--- src/rtl/twtc_pkg.sv ---
`default_nettype none
package twtc_pkg;

	localparam int unsigned CoordW = 24;
	localparam int unsigned TimeW  = 32;
	localparam int unsigned SqW    = 50;
	localparam int unsigned RootW  = 25;

	typedef struct packed {
		logic [23:0] x_pos;
		logic [23:0] y_pos;
		logic [23:0] open_at;
		logic [23:0] close_at;
		logic [23:0] service_len;
		logic        last_node;
	} in_item_t;

	typedef struct packed {
		logic        still_feasible;
		logic [31:0] finish_time;
		logic        route_done;
		logic        node_skipped;
	} out_item_t;

	typedef enum logic [2:0] {
		REG_DEPOT_X       = 3'd0,
		REG_DEPOT_Y       = 3'd1,
		REG_DEPOT_OPEN    = 3'd2,
		REG_DEPOT_SERVICE = 3'd3,
		REG_HORIZON       = 3'd4,
		REG_LENIENT       = 3'd5
	} reg_idx_t;

	function automatic logic [31:0] sat_add(input logic [31:0] a, input logic [31:0] b);
		logic [32:0] s;
		s = {1'b0, a} + {1'b0, b};
		return s[32] ? 32'hFFFF_FFFF : s[31:0];
	endfunction

	function automatic logic [23:0] abs_diff(input logic [23:0] a, input logic [23:0] b);
		return (a > b) ? (a - b) : (b - a);
	endfunction

endpackage
`default_nettype wire

--- src/rtl/twtc_isqrt.sv ---
`default_nettype none
module twtc_isqrt (
	input  wire logic                      clk,
	input  wire logic                      arst_n,
	input  wire logic                      start,
	input  wire logic [twtc_pkg::SqW-1:0]  radicand,
	output logic                           done,
	output logic [twtc_pkg::RootW-1:0]     root
);
	import twtc_pkg::*;

	localparam int unsigned Steps = RootW;
	localparam int unsigned CntW  = $clog2(Steps + 1);

	logic [SqW-1:0]   rad_q;
	logic [RootW+1:0] rem_q;
	logic [RootW-1:0] root_q;
	logic [CntW-1:0]  cnt_q;
	logic             busy_q;

	logic [RootW+1:0] trial;
	logic [RootW+1:0] rem_sh;

	// one result bit per cycle, two radicand bits shifted in
	assign rem_sh = {rem_q[RootW-1:0], rad_q[SqW-1 -: 2]};
	assign trial  = {root_q, 2'b01};

	always_ff @(posedge clk or negedge arst_n) begin
		if (!arst_n) begin
			busy_q <= 1'b0;
			cnt_q  <= '0;
			done   <= 1'b0;
		end else begin
			done <= 1'b0;
			if (start) begin
				busy_q <= 1'b1;
				cnt_q  <= CntW'(Steps);
			end else if (busy_q) begin
				cnt_q <= cnt_q - 1'b1;
				if (cnt_q == CntW'(1)) begin
					busy_q <= 1'b0;
					done   <= 1'b1;
				end
			end
		end
	end

	always_ff @(posedge clk) begin
		if (start) begin
			rad_q  <= radicand;
			rem_q  <= '0;
			root_q <= '0;
		end else if (busy_q) begin
			rad_q <= {rad_q[SqW-3:0], 2'b00};
			if (rem_sh >= trial) begin
				rem_q  <= rem_sh - trial;
				root_q <= {root_q[RootW-2:0], 1'b1};
			end else begin
				rem_q  <= rem_sh;
				root_q <= {root_q[RootW-2:0], 1'b0};
			end
		end
	end

	assign root = root_q;
endmodule
`default_nettype wire

--- src/rtl/twtc_queue.sv ---
`default_nettype none
module twtc_queue (
	input  wire logic                 clk,
	input  wire logic                 arst_n,
	input  wire logic                 push,
	input  wire twtc_pkg::in_item_t   push_data,
	output logic                      full,
	input  wire logic                 pop,
	output twtc_pkg::in_item_t        pop_data,
	output logic                      not_empty
);
	import twtc_pkg::*;

	in_item_t   mem_q [2];
	logic       wp_q, rp_q;
	logic [1:0] cnt_q;

	assign full      = cnt_q == 2'd2;
	assign not_empty = cnt_q != 2'd0;
	assign pop_data  = mem_q[rp_q];

	always_ff @(posedge clk or negedge arst_n) begin
		if (!arst_n) begin
			wp_q  <= 1'b0;
			rp_q  <= 1'b0;
			cnt_q <= '0;
		end else begin
			if (push) wp_q <= ~wp_q;
			if (pop) rp_q <= ~rp_q;
			cnt_q <= cnt_q + {1'b0, push} - {1'b0, pop};
		end
	end

	always_ff @(posedge clk) begin
		if (push) mem_q[wp_q] <= push_data;
	end
endmodule
`default_nettype wire

--- src/rtl/twtc_back.sv ---
`default_nettype none
module twtc_back (
	input  wire logic               clk,
	input  wire logic               arst_n,
	input  wire logic               item_valid,
	input  wire twtc_pkg::in_item_t item,
	output logic                    item_pop,
	input  wire logic [23:0]        depot_x,
	input  wire logic [23:0]        depot_y,
	input  wire logic [23:0]        depot_open,
	input  wire logic [23:0]        depot_service,
	input  wire logic [23:0]        horizon,
	input  wire logic               lenient_mode,
	output logic                    res_valid,
	input  wire logic               res_stall,
	output twtc_pkg::out_item_t     res
);
	import twtc_pkg::*;

	typedef enum logic [6:0] {
		ST_IDLE  = 7'b0000001,
		ST_SQ1   = 7'b0000010,
		ST_SQ2   = 7'b0000100,
		ST_NODE  = 7'b0001000,
		ST_SQ3   = 7'b0010000,
		ST_RET   = 7'b0100000,
		ST_OUT   = 7'b1000000
	} state_t;

	state_t      state_q;
	in_item_t    item_q;
	logic [31:0] time_q;
	logic [23:0] pos_x_q, pos_y_q;
	logic        failed_q, at_depot_q, skipped_q;
	logic [24:0] d_node_q, d_back_q;
	logic [47:0] sqx_q, sqy_q;
	logic        pre_q, start_q;

	logic [23:0] cx, cy, ax, ay, bx, by, dx, dy;
	logic        sq_start, sq_done;
	logic [SqW-1:0]   radicand;
	logic [RootW-1:0] root;

	logic [31:0] arrive, fin, back, r_arrive, r_fin;

	assign cx = at_depot_q ? depot_x : pos_x_q;
	assign cy = at_depot_q ? depot_y : pos_y_q;

	// operand select for the shared distance unit
	always_comb begin
		ax = cx; ay = cy; bx = item_q.x_pos; by = item_q.y_pos;
		unique case (state_q)
			ST_SQ2: begin
				ax = item_q.x_pos; ay = item_q.y_pos; bx = depot_x; by = depot_y;
			end
			ST_SQ3: begin
				bx = depot_x; by = depot_y;
			end
			default: ;
		endcase
	end

	assign dx = abs_diff(ax, bx);
	assign dy = abs_diff(ay, by);

	// register both squares from the selected operands; the start strobe is registered alongside them
	assign radicand = {2'b00, sqx_q} + {2'b00, sqy_q};
	assign sq_start = start_q;

	twtc_isqrt u_sqrt (
		.clk     (clk),
		.arst_n  (arst_n),
		.start   (sq_start),
		.radicand(radicand),
		.done    (sq_done),
		.root    (root)
	);

	assign arrive   = sat_add(time_q, {7'd0, d_node_q});
	assign fin      = sat_add((arrive > {8'd0, item_q.open_at}) ? arrive
				: {8'd0, item_q.open_at}, {8'd0, item_q.service_len});
	assign back     = sat_add(fin, {7'd0, d_back_q});
	assign r_arrive = sat_add(time_q, {7'd0, d_node_q});
	assign r_fin    = sat_add((r_arrive > {8'd0, depot_open}) ? r_arrive
				: {8'd0, depot_open}, {8'd0, depot_service});

	assign item_pop  = (state_q == ST_IDLE) && item_valid;
	assign res_valid = state_q == ST_OUT;
	assign res.still_feasible = ~failed_q;
	assign res.finish_time    = time_q;
	assign res.route_done     = item_q.last_node;
	assign res.node_skipped   = skipped_q;

	always_ff @(posedge clk) begin
		sqx_q <= dx * dx;
		sqy_q <= dy * dy;
	end

	always_ff @(posedge clk or negedge arst_n) begin
		if (!arst_n) begin
			state_q    <= ST_IDLE;
			time_q     <= '0;
			pos_x_q    <= '0;
			pos_y_q    <= '0;
			failed_q   <= 1'b0;
			at_depot_q <= 1'b1;
			skipped_q  <= 1'b0;
			pre_q      <= 1'b0;
			start_q    <= 1'b0;
			d_node_q   <= '0;
			d_back_q   <= '0;
			item_q     <= '0;
		end else begin
			pre_q   <= 1'b0;
			start_q <= pre_q;
			unique case (state_q)
				ST_IDLE: begin
					skipped_q <= 1'b0;
					if (item_valid) begin
						item_q <= item;
						if (failed_q) begin
							state_q <= ST_OUT;
						end else begin
							pre_q   <= 1'b1;
							state_q <= ST_SQ1;
						end
					end
				end
				ST_SQ1: if (sq_done) begin
					d_node_q <= root;
					pre_q    <= 1'b1;
					state_q  <= ST_SQ2;
				end
				ST_SQ2: if (sq_done) begin
					d_back_q <= root;
					state_q  <= ST_NODE;
				end
				ST_NODE: begin
					if (back > {8'd0, horizon}) begin
						failed_q <= 1'b1;
						state_q  <= ST_OUT;
					end else if (arrive > {8'd0, item_q.close_at}) begin
						if (lenient_mode) skipped_q <= 1'b1;
						else failed_q <= 1'b1;
						if (lenient_mode && item_q.last_node) begin
							pre_q   <= 1'b1;
							state_q <= ST_SQ3;
						end else begin
							state_q <= ST_OUT;
						end
					end else begin
						time_q     <= fin;
						pos_x_q    <= item_q.x_pos;
						pos_y_q    <= item_q.y_pos;
						at_depot_q <= 1'b0;
						if (item_q.last_node) begin
							// return distance equals the node-to-depot leg
							d_node_q <= d_back_q;
							state_q  <= ST_RET;
						end else begin
							state_q <= ST_OUT;
						end
					end
				end
				ST_SQ3: if (sq_done) begin
					d_node_q <= root;
					state_q  <= ST_RET;
				end
				ST_RET: begin
					if (r_fin > {8'd0, horizon}) failed_q <= 1'b1;
					else time_q <= r_fin;
					state_q <= ST_OUT;
				end
				ST_OUT: if (!res_stall) begin
					state_q <= ST_IDLE;
					if (item_q.last_node) begin
						time_q     <= '0;
						failed_q   <= 1'b0;
						at_depot_q <= 1'b1;
					end
				end
				default: state_q <= ST_IDLE;
			endcase
		end
	end

	a_pop_idle: assert property (@(posedge clk) disable iff (!arst_n)
		item_pop |-> state_q == ST_IDLE)
		else $error("pop outside idle");
	a_skip_ok: assert property (@(posedge clk) disable iff (!arst_n)
		res_valid && res.node_skipped && !res.route_done |-> res.still_feasible)
		else $error("skip with failure");
	a_out_hold: assert property (@(posedge clk) disable iff (!arst_n)
		res_valid && res_stall |=> res_valid && $stable(time_q))
		else $error("result changed while stalled");
endmodule
`default_nettype wire

--- src/rtl/twtc_front.sv ---
`default_nettype none
module twtc_front (
	input  wire logic                clk,
	input  wire logic                arst_n,
	input  wire logic                cfg_valid,
	input  wire logic [2:0]          cfg_index,
	input  wire logic [23:0]         cfg_data,
	output logic                     cfg_ready,
	input  wire logic                queue_full,
	input  wire logic                in_valid,
	output logic                     in_stall,
	output logic                     push,
	output logic [23:0]              depot_x,
	output logic [23:0]              depot_y,
	output logic [23:0]              depot_open,
	output logic [23:0]              depot_service,
	output logic [23:0]              horizon,
	output logic                     lenient_mode
);
	import twtc_pkg::*;

	assign cfg_ready = 1'b1;
	assign in_stall  = queue_full;
	assign push      = in_valid && !queue_full;

	always_ff @(posedge clk or negedge arst_n) begin
		if (!arst_n) begin
			depot_x       <= '0;
			depot_y       <= '0;
			depot_open    <= '0;
			depot_service <= '0;
			horizon       <= 24'hFF_FFFF;
			lenient_mode  <= 1'b0;
		end else if (cfg_valid) begin
			unique case (cfg_index)
				REG_DEPOT_X:       depot_x       <= cfg_data;
				REG_DEPOT_Y:       depot_y       <= cfg_data;
				REG_DEPOT_OPEN:    depot_open    <= cfg_data;
				REG_DEPOT_SERVICE: depot_service <= cfg_data;
				REG_HORIZON:       horizon       <= cfg_data;
				REG_LENIENT:       lenient_mode  <= cfg_data[0];
				default: ;
			endcase
		end
	end
endmodule
`default_nettype wire

--- src/rtl/time_window_tour_check.sv ---
`default_nettype none
// channel | dir | handshake          | payload
// in      | in  | in_valid/in_stall  | in_data (in_item_t)
// out     | out | out_valid/out_stall| out_data (out_item_t)
// cfg     | in  | cfg_valid/cfg_ready| cfg_index, cfg_data
// A node goes from queue pop through two 25-step roots on one shared unit, each behind
// a square register and a start register, then check and output. Closing a route adds
// a return state; a skipped last node needs a third root; a node of a failed route goes
// straight to output. An output stall holds the result; the next node is popped after.
// A two-entry queue between input and the check engine absorbs stalls.
// Reset is asynchronous, active low; configuration returns to its defaults.
module time_window_tour_check (
	input  wire logic                 clk,
	input  wire logic                 arst_n,
	input  wire logic                 in_valid,
	output logic                      in_stall,
	input  wire twtc_pkg::in_item_t   in_data,
	output logic                      out_valid,
	input  wire logic                 out_stall,
	output twtc_pkg::out_item_t       out_data,
	input  wire logic                 cfg_valid,
	output logic                      cfg_ready,
	input  wire logic [2:0]           cfg_index,
	input  wire logic [23:0]          cfg_data
);
	import twtc_pkg::*;

	logic        full, push, pop, nempty;
	in_item_t    qdata;
	logic [23:0] dx, dy, dop, dsv, hz;
	logic        len;

	twtc_front u_front (
		.clk(clk), .arst_n(arst_n),
		.cfg_valid(cfg_valid), .cfg_index(cfg_index), .cfg_data(cfg_data),
		.cfg_ready(cfg_ready), .queue_full(full), .in_valid(in_valid),
		.in_stall(in_stall), .push(push),
		.depot_x(dx), .depot_y(dy), .depot_open(dop), .depot_service(dsv),
		.horizon(hz), .lenient_mode(len)
	);

	twtc_queue u_queue (
		.clk(clk), .arst_n(arst_n),
		.push(push), .push_data(in_data), .full(full),
		.pop(pop), .pop_data(qdata), .not_empty(nempty)
	);

	twtc_back u_back (
		.clk(clk), .arst_n(arst_n),
		.item_valid(nempty), .item(qdata), .item_pop(pop),
		.depot_x(dx), .depot_y(dy), .depot_open(dop), .depot_service(dsv),
		.horizon(hz), .lenient_mode(len),
		.res_valid(out_valid), .res_stall(out_stall), .res(out_data)
	);
endmodule
`default_nettype wire

--- config.mk ---
export PLATFORM = sky130hd
export DESIGN_NAME = time_window_tour_check
export DESIGN_NICKNAME = d
export VERILOG_FILES = /design/src/rtl/twtc_pkg.sv /design/src/rtl/twtc_isqrt.sv /design/src/rtl/twtc_queue.sv /design/src/rtl/twtc_back.sv /design/src/rtl/twtc_front.sv /design/src/rtl/time_window_tour_check.sv
export SDC_FILE = /design/constraint.sdc
export NUM_CORES = 2
export LEC_CHECK = 0
export BUFFER_PORTS_ARGS = -buffer_cell sky130_fd_sc_hd__buf_2
export CELL_PAD_IN_SITES_DETAIL_PLACEMENT = 0
export CELL_PAD_IN_SITES_GLOBAL_PLACEMENT = 1
export CORE_MARGIN = 2
export CORE_UTILIZATION = 47
export DETAILED_ROUTE_END_ITERATION = 10
export GPL_TIMING_DRIVEN = 0
export PLACE_DENSITY = 0.79
export SYNTH_ARGS = -nofsm -noshare
export SYNTH_HDL_FRONTEND = slang
export SYNTH_SLANG_ARGS = --single-unit
--- constraint.sdc ---
create_clock -name clk -period 13.35 [get_ports clk]
set_input_delay 0 -clock clk [delete_from_list [all_inputs] [get_ports clk]]
set_output_delay 0 -clock clk [all_outputs]
set_load 0.02 [all_outputs]
# [After elaboration in Yosys (flattened, before gate mapping)]
# Memories as Yosys holds them, arrays and structs flattened. A register that Yosys moved wholly into a read port is not among the register bits.
# Cells that the tools add are included.
[classes] n_addsub=13 n_mul=2 div_mod_pow=0 order_cmp=8 eq_ne=30 shifts=0 mux=73 bitwise_logic=5 n_reduce_logical=29
[op_table] op="32-bit two-way mux" count=11
[op_table] op="24-bit two-way mux" count=8
[op_table] op="32-bit by 24-bit greater-than comparator with 1-bit output" count=5
[op_table] op="25-bit two-way mux" count=5
[op_table] op="50-bit two-way mux" count=2
[op_table] op="24-bit by 24-bit multiplier with 48-bit output" count=2
[op_table] op="32-bit case mux with 3 select lines" count=1
[op_table] op="24-bit subtractor" count=4
[op_table] op="7-bit two-way mux" count=10
[op_table] op="32-bit by 24-bit adder with 33-bit output" count=2
[op_table] op="32-bit by 25-bit adder with 33-bit output" count=2
[op_table] op="25-bit case mux with 2 select lines" count=1
[op_table] op="48-bit by 48-bit adder with 49-bit output" count=1
[op_table] op="7-bit case mux with 7 select lines" count=1
[op_table] op="24-bit greater-than comparator" count=2
[op_table] op="1-bit two-way mux" count=28
[op_table] op="27-bit >= comparator" count=1
[op_table] op="25-bit subtractor" count=1
[op_table] op="2-bit inequality test (second input constant)" count=8
[op_table] op="2-bit AND reduction" count=8
[op_table] op="5-bit AND reduction" count=3
[op_table] op="2-bit by 1-bit inequality test with 1-bit output (second input constant)" count=6
[op_table] op="6-bit AND reduction" count=2
[op_table] op="5-bit two-way mux" count=2
[op_table] op="other kinds (28)" count=44
[word_totals] regBits=470 latchBits=0 ramBits=242 rom_bits=0 input_bits=153 output_inout_bits=38 elab_cells=189 n_memories=1
[memory_table] name="u_queue.mem_q" words=2 width=121 read_ports=1 rd_clocked_by_memory_dff=1 write_ports=1 line="twtc_queue.sv:14" text="in_item_t mem_q [2];"

# [Longest topological paths before layout]
[depth] ltp_word=11 depth_mapped=70

# [Hierarchy]
# Synthesis repeated with hierarchy kept, for this count alone.
[unflattened] hier_cells=8078 area_unflattened_um2=80823.8
[by_module_without_submodules] module="twtc_back" n_inst=1 cells_each=6863 area_each_um2=60747.0 seq_area_each_um2=8465.6
[by_module_without_submodules] module="twtc_queue" n_inst=1 cells_each=392 area_each_um2=9265.1 seq_area_each_um2=7367.1
[by_module_without_submodules] module="twtc_isqrt" n_inst=1 cells_each=558 area_each_um2=5886.9 seq_area_each_um2=2677.6
[by_module_without_submodules] module="twtc_front" n_inst=1 cells_each=265 area_each_um2=4924.7 seq_area_each_um2=3057.9

# [Worst setup path after synthesis]
# Ideal clock, no wire load.
[synth_timing] path_kind="register to register" from="register u_back.time_q[0]" to="register u_back.time_q[24]" setup_time_ns=0.128 t_arrival_ns=12.681 required_ns=13.222 slack_ns=0.541 path_stages_with_launch=70 path_buffers=5 synth_period_minus_slack_ns=12.809 cell_sequence="dfrtp_1 -> ha_1 -> fa_1 -> a211oi_1 -> o211a_1 -> or4_4 -> a311o_1 -> a21boi_2 -> clkbuf_1 -> nor2_1 -> inv_1 -> ha_1 -> a21oi_1 -> nor2b_1 -> o21ai_0 -> nand2b_1 -> a21oi_1 -> nor2b_1 -> [... 34 more ...] -> clkbuf_1 -> nand2_1 -> ha_1 -> nor2b_1 -> o21a_1 -> o21ai_0 -> nand2b_1 -> a21oi_1 -> nor2b_1 -> o21ai_0 -> o2111ai_1 -> a31oi_1 -> o21ai_0 -> a211oi_2 -> nor2_1 -> nor3_4 -> buf_2 -> mux2_1"
[synth_between] elab_chain_cells=11 elab_cells_between_ends=23
[synth_rtl] item="start, declared" line="twtc_back.sv:32" text="logic [31:0] time_q;"
[synth_rtl] item="start signal, assigned" line="twtc_back.sv:152" text="time_q <= fin;"
[synth_rtl] item="start signal, assigned" line="twtc_back.sv:171" text="else time_q <= r_fin;"
[synth_rtl] item="32-bit by 25-bit adder with 33-bit output (*)" line="twtc_pkg.sv:36" text="s = {1'b0, a} + {1'b0, b};"
[synth_rtl] item="32-bit two-way mux (*)" line="twtc_pkg.sv:37" text="return s[32] ? 32'hFFFF_FFFF : s[31:0];"
[synth_rtl] item="32-bit by 24-bit greater-than comparator with 1-bit output" line="twtc_back.sv:80" text="assign fin = sat_add((arrive > {8'd0, item_q.open_at}) ? arrive"
[synth_rtl] item="32-bit two-way mux" line="twtc_back.sv:80"
[synth_rtl] item="32-bit by 24-bit adder with 33-bit output" line="twtc_pkg.sv:36"
[synth_rtl] item="32-bit two-way mux" line="twtc_pkg.sv:37"
[synth_rtl] item="32-bit by 25-bit adder with 33-bit output" line="twtc_pkg.sv:36"
[synth_rtl] item="32-bit two-way mux" line="twtc_pkg.sv:37"
[synth_rtl] item="32-bit by 24-bit greater-than comparator with 1-bit output" line="twtc_back.sv:139" text="if (back > {8'd0, horizon}) begin"
[synth_rtl] item="2-bit inequality test (no line)"
[synth_rtl] item="6-bit AND reduction (no line)"
# Mark *: on every way between the ends. The rest lies on a longest branch, timed or not. The select of a mux whose other input is x is not followed.
# A chain may end at the register's enable or synchronous reset.

# [Final worst setup path]
[layout_timing] from="register u_back.d_node_q[0]" to="register u_back.time_q[11]"
[layout_between] elab_chain_cells=11 elab_cells_between_ends=23
[layout_rtl] item="start, declared" line="twtc_back.sv:35" text="logic [24:0] d_node_q, d_back_q;"
[layout_rtl] item="start signal, assigned" line="twtc_back.sv:130" text="d_node_q <= root;"
[layout_rtl] item="start signal, assigned" line="twtc_back.sv:158" text="d_node_q <= d_back_q;"
[layout_rtl] item="start signal, assigned" line="twtc_back.sv:166" text="d_node_q <= root;"
[layout_rtl] item="32-bit by 25-bit adder with 33-bit output (*)" line="twtc_pkg.sv:36"
[layout_rtl] item="32-bit two-way mux (*)" line="twtc_pkg.sv:37"
[layout_rtl] item="32-bit by 24-bit greater-than comparator with 1-bit output" line="twtc_back.sv:80"
[layout_rtl] item="32-bit two-way mux" line="twtc_back.sv:80"
[layout_rtl] item="32-bit by 24-bit adder with 33-bit output" line="twtc_pkg.sv:36"
[layout_rtl] item="32-bit two-way mux" line="twtc_pkg.sv:37"
[layout_rtl] item="32-bit by 25-bit adder with 33-bit output" line="twtc_pkg.sv:36"
[layout_rtl] item="32-bit two-way mux" line="twtc_pkg.sv:37"
[layout_rtl] item="32-bit by 24-bit greater-than comparator with 1-bit output" line="twtc_back.sv:139"
[layout_rtl] item="2-bit inequality test (no line)"
[layout_rtl] item="6-bit AND reduction (no line)"
# Marked as above.

==> summary.md <==
| Metric | Value |
|---|---|
| Root buf cell | clkbuf_16 |
| Synthesized Nets | 9,905 |
| Max Transition Viols Final | 0 |
| Slew headroom | 14.39% |
| Crit Path Class | reg -> reg |
| Period minus WS final | 13.00 ns |
| Max stage delay on crit path | 0.56 ns |
| Hold path cells | 2 |
| Total number of yosys warnings | 0 |
| Synth cell types | 95 |
| Final layout net count | 10.52k |
| Max FO, Critical Path | 8 |
| Core footprint | 0.1676 mm2 |
| Commonest cells post-synth | 1,334 x inv_1, 852 x fa_1, 737 x ha_1, 692 x nor2_1, 588 x nand2_1 |
| CTS H-tree depth | 3 |
| RSZ-0062 raised after global routing | yes |
| Register area share after synthesis | 27.15% |
| Vias per cell | 5.552 |
| Worst R2R Path Depth | 67 |
| Hold Fails Final Rpt | 0 |
| Avg Inst Size Synth | 9.734 um2 |
| Post-synth EDFFs | 292 |
| Die Span Y | 415.2 um |
| Clk_lat worst skew | 0.78 ns |
| Final Wtd Congestion | 0.9854 |
| Drt first pass iters | 6 |
| Placed Area | 0.08344 mm2 |
| Synth async-reset ratio | 47.53% |
| Area Growth Syn to Fin | 15.49% |
| Synth Flop Type | dfrtp_1 |
| Top delay family on crit path | compound AO/OA/AOI/OAI gates |
| DR WL/cell | 22.64 um |
| Worst path depth | 67 |
| Register-to-Register Setup Slack | 0.35 ns |
| Largest net degree at the start of global routing | 112 |
| Hold WC Path Type | in -> reg |
| Initial antenna violation count | 22 |
| Multi-input gate area | 0.05308 mm2 |
| Die area | 0.1724 mm2 |
| Synth area leader | fa_1 |
| Number of DRC markers in iteration 0 | 4,876 |
| Max-cap viol count | 0 |
| CTS tree | yes |
| Input/output buffers | 188 |
| Vias in the first global route | 63.52k |
| Synth Register Bits | 831 |
| Crit end category | flop |
| Fin cells | 11.07k |
| Total CTS buffers | 93 |
| Tcrit/Tclk final | 97.38% |
| Share of layout cells above drive strength 1 | 12.26% |
| Effective utilization at floorplan | 47.41% |
| Worst path buffer plus inverter count | 12 |
| Required @ worst endpoint | 13.92 ns |
| DRC Markers | 0 |
| Die width | 415.2 um |
| Slew @ Worst Pin | 1.271 ns |
| Post-Route WL | 250.7 mm |
| HPWL Detailed | 198.8 mm |
| Max stage delay cell, worst path | nor2_1 |
| GRT Overall Usage | 29.12% |
| # rows | 150 |
| Most common cell in the synthesized netlist | inv_1 |
| Clock tree buffer depth | 3 |
| Critical path launch point type | flop |
| Mapped Area | 0.07945 mm2 |
| Final setup viols | 0 |
| Total gr overflow | 0 |
| Fin area | 0.09176 mm2 |
| First-pass GRT wire length | 382.6 mm |
| Fill count | 14.82k |
| Status | finished, final reports clean |
| Clock transition at path regs | 0.06 ns |
| ANT nets after route | 0 |
| Placed Cells | 10.57k |
| Peak Freq | 76.92 MHz |
| Reg area | 0.02157 mm2 |
| Sink Count | 831 |
| IO Pins | 191 |
| Synth area leaders | fa_1 21%, dfrtp_1 12%, ha_1 12% |
| Via count | 61.48k |
| Area share of the largest cell type after synthesis | 21.47% |
| Critical path arrival | 13.58 ns |
| Clock skew | 0.1067 ns |
| Synthesized netlist cell count | 8,163 |
[state kept, by name (all words and copies together) (netlist names), 25 cells and up]
| register | flops |
|---|---|
| u_queue.mem_q | 242 |
| u_back.item_q | 120 |
| u_back.u_sqrt.rad_q | 50 |
| u_back.sqx_q | 47 |
| u_back.sqy_q | 47 |
| u_back.time_q | 32 |
| u_back.d_back_q | 25 |
| u_back.d_node_q | 25 |
| u_back.u_sqrt.rem_q | 25 |
| u_back.u_sqrt.root | 25 |
[metal layers]
metal  share of wire [%]  global-route usage, %  vias up
met4                 3.7                  9.545        2
met5              0.0056                      0        -
met1                  45                  41.29    30760
met3                 6.9                  4.544      435
li1                    -                      -    28160
met2                  45                  45.64     2129
[cells in the final DEF (no fill, tap or decap), drive strengths merged, types with 42 or more instances in the layout]
cell and count:
a21o 239, clkbuf 329, o21bai 51, mux2i 287, mux2 231, edfxtp 292, fa 852, a211oi 42
nand4 61, nor2b 83, nand3 73, dfrtp 369, or2 53, o21a 64, xnor2 200, o21ai 444
clkinv 46, nor2 692, dlygate4sd3 250, a21oi 356, nor3 67, xor2 89, nand2b 106, buf 349
ha 737, inv 1340, dfxtp 144, nand2 588
[per-stage QoR]
stage / util [%] / TNS (ns) / worst slack (ns) / hold slack (ns)
2_1_floorplan: - / 0 / 0.5412 / -0.2956
3_3_place_gp: 49.61 / -558.95 / -4.199 / 0.1870
3_5_place_dp: 49.78 / -556.56 / -4.147 / 0.07367
4_1_cts: 54.13 / 0 / 0.001611 / 0.001116
5_1_grt: 54.75 / -0.4311 / -0.05568 / 0.02180
6_report: 54.75 / 0 / 0.3494 / 0.02127
[layout make-up]
| cell class | instances | share of cell area, % |
|---|---|---|
| clock buffers | 118 | 2.795 |
| plain buffers | 260 | 1.541 |
| multi-input cells | 5700 | 57.85 |
| clock inverters | 57 | 0.8167 |
| inverters | 1345 | 5.530 |
| flip-flops and latches | 831 | 23.51 |
| repair buffers | 550 | 4.930 |
| well taps | 2204 | 3.005 |
| diodes | 9 | 0.02454 |
[path summary, 6_finish.rpt]
| path | from | to |
|---|---|---|
| max | u_back.d_node_q[0] | u_back.time_q[11] |
| min | in_data[113] | u_queue.mem_q[0][113] |
| max reg2reg | u_back.d_node_q[0] | u_back.time_q[11] |
| min reg2reg | u_back.pre_q | u_back.sq_start |
| max in group asynchronous | arst_n | u_back.d_node_q[0] |
| min in group asynchronous | arst_n | u_back.item_q[63] |
[cell families after synthesis]
logic type | Yosys count | synth area share (%)
XOR/XNOR | 289 | 3.186
adder cells (fa/ha/maj) | 1589 | 33.07
multiplexers | 518 | 6.889
buffers and inverters | 1632 | 7.754
flip-flops | 831 | 27.15
other | 1 | 0.004720
AO/OA/AOI/OAI | 1448 | 11.43
AND/OR/NAND/NOR | 1855 | 10.52
[what timing repair did]
item / in CTS / in global routing
pin swaps: 38 / 56
cloned: 1 / 0
gates resized for setup: 289 / 257
endpoints found under the setup margin: 183 / 134
hold buffers: 251 / 0
buffers inserted: 51 / 45
endpoints found under the hold margin: 693 / 0
Power is not shown: default switching activity piles up to over one toggle a cycle in this logic, so the estimate is an artifact.
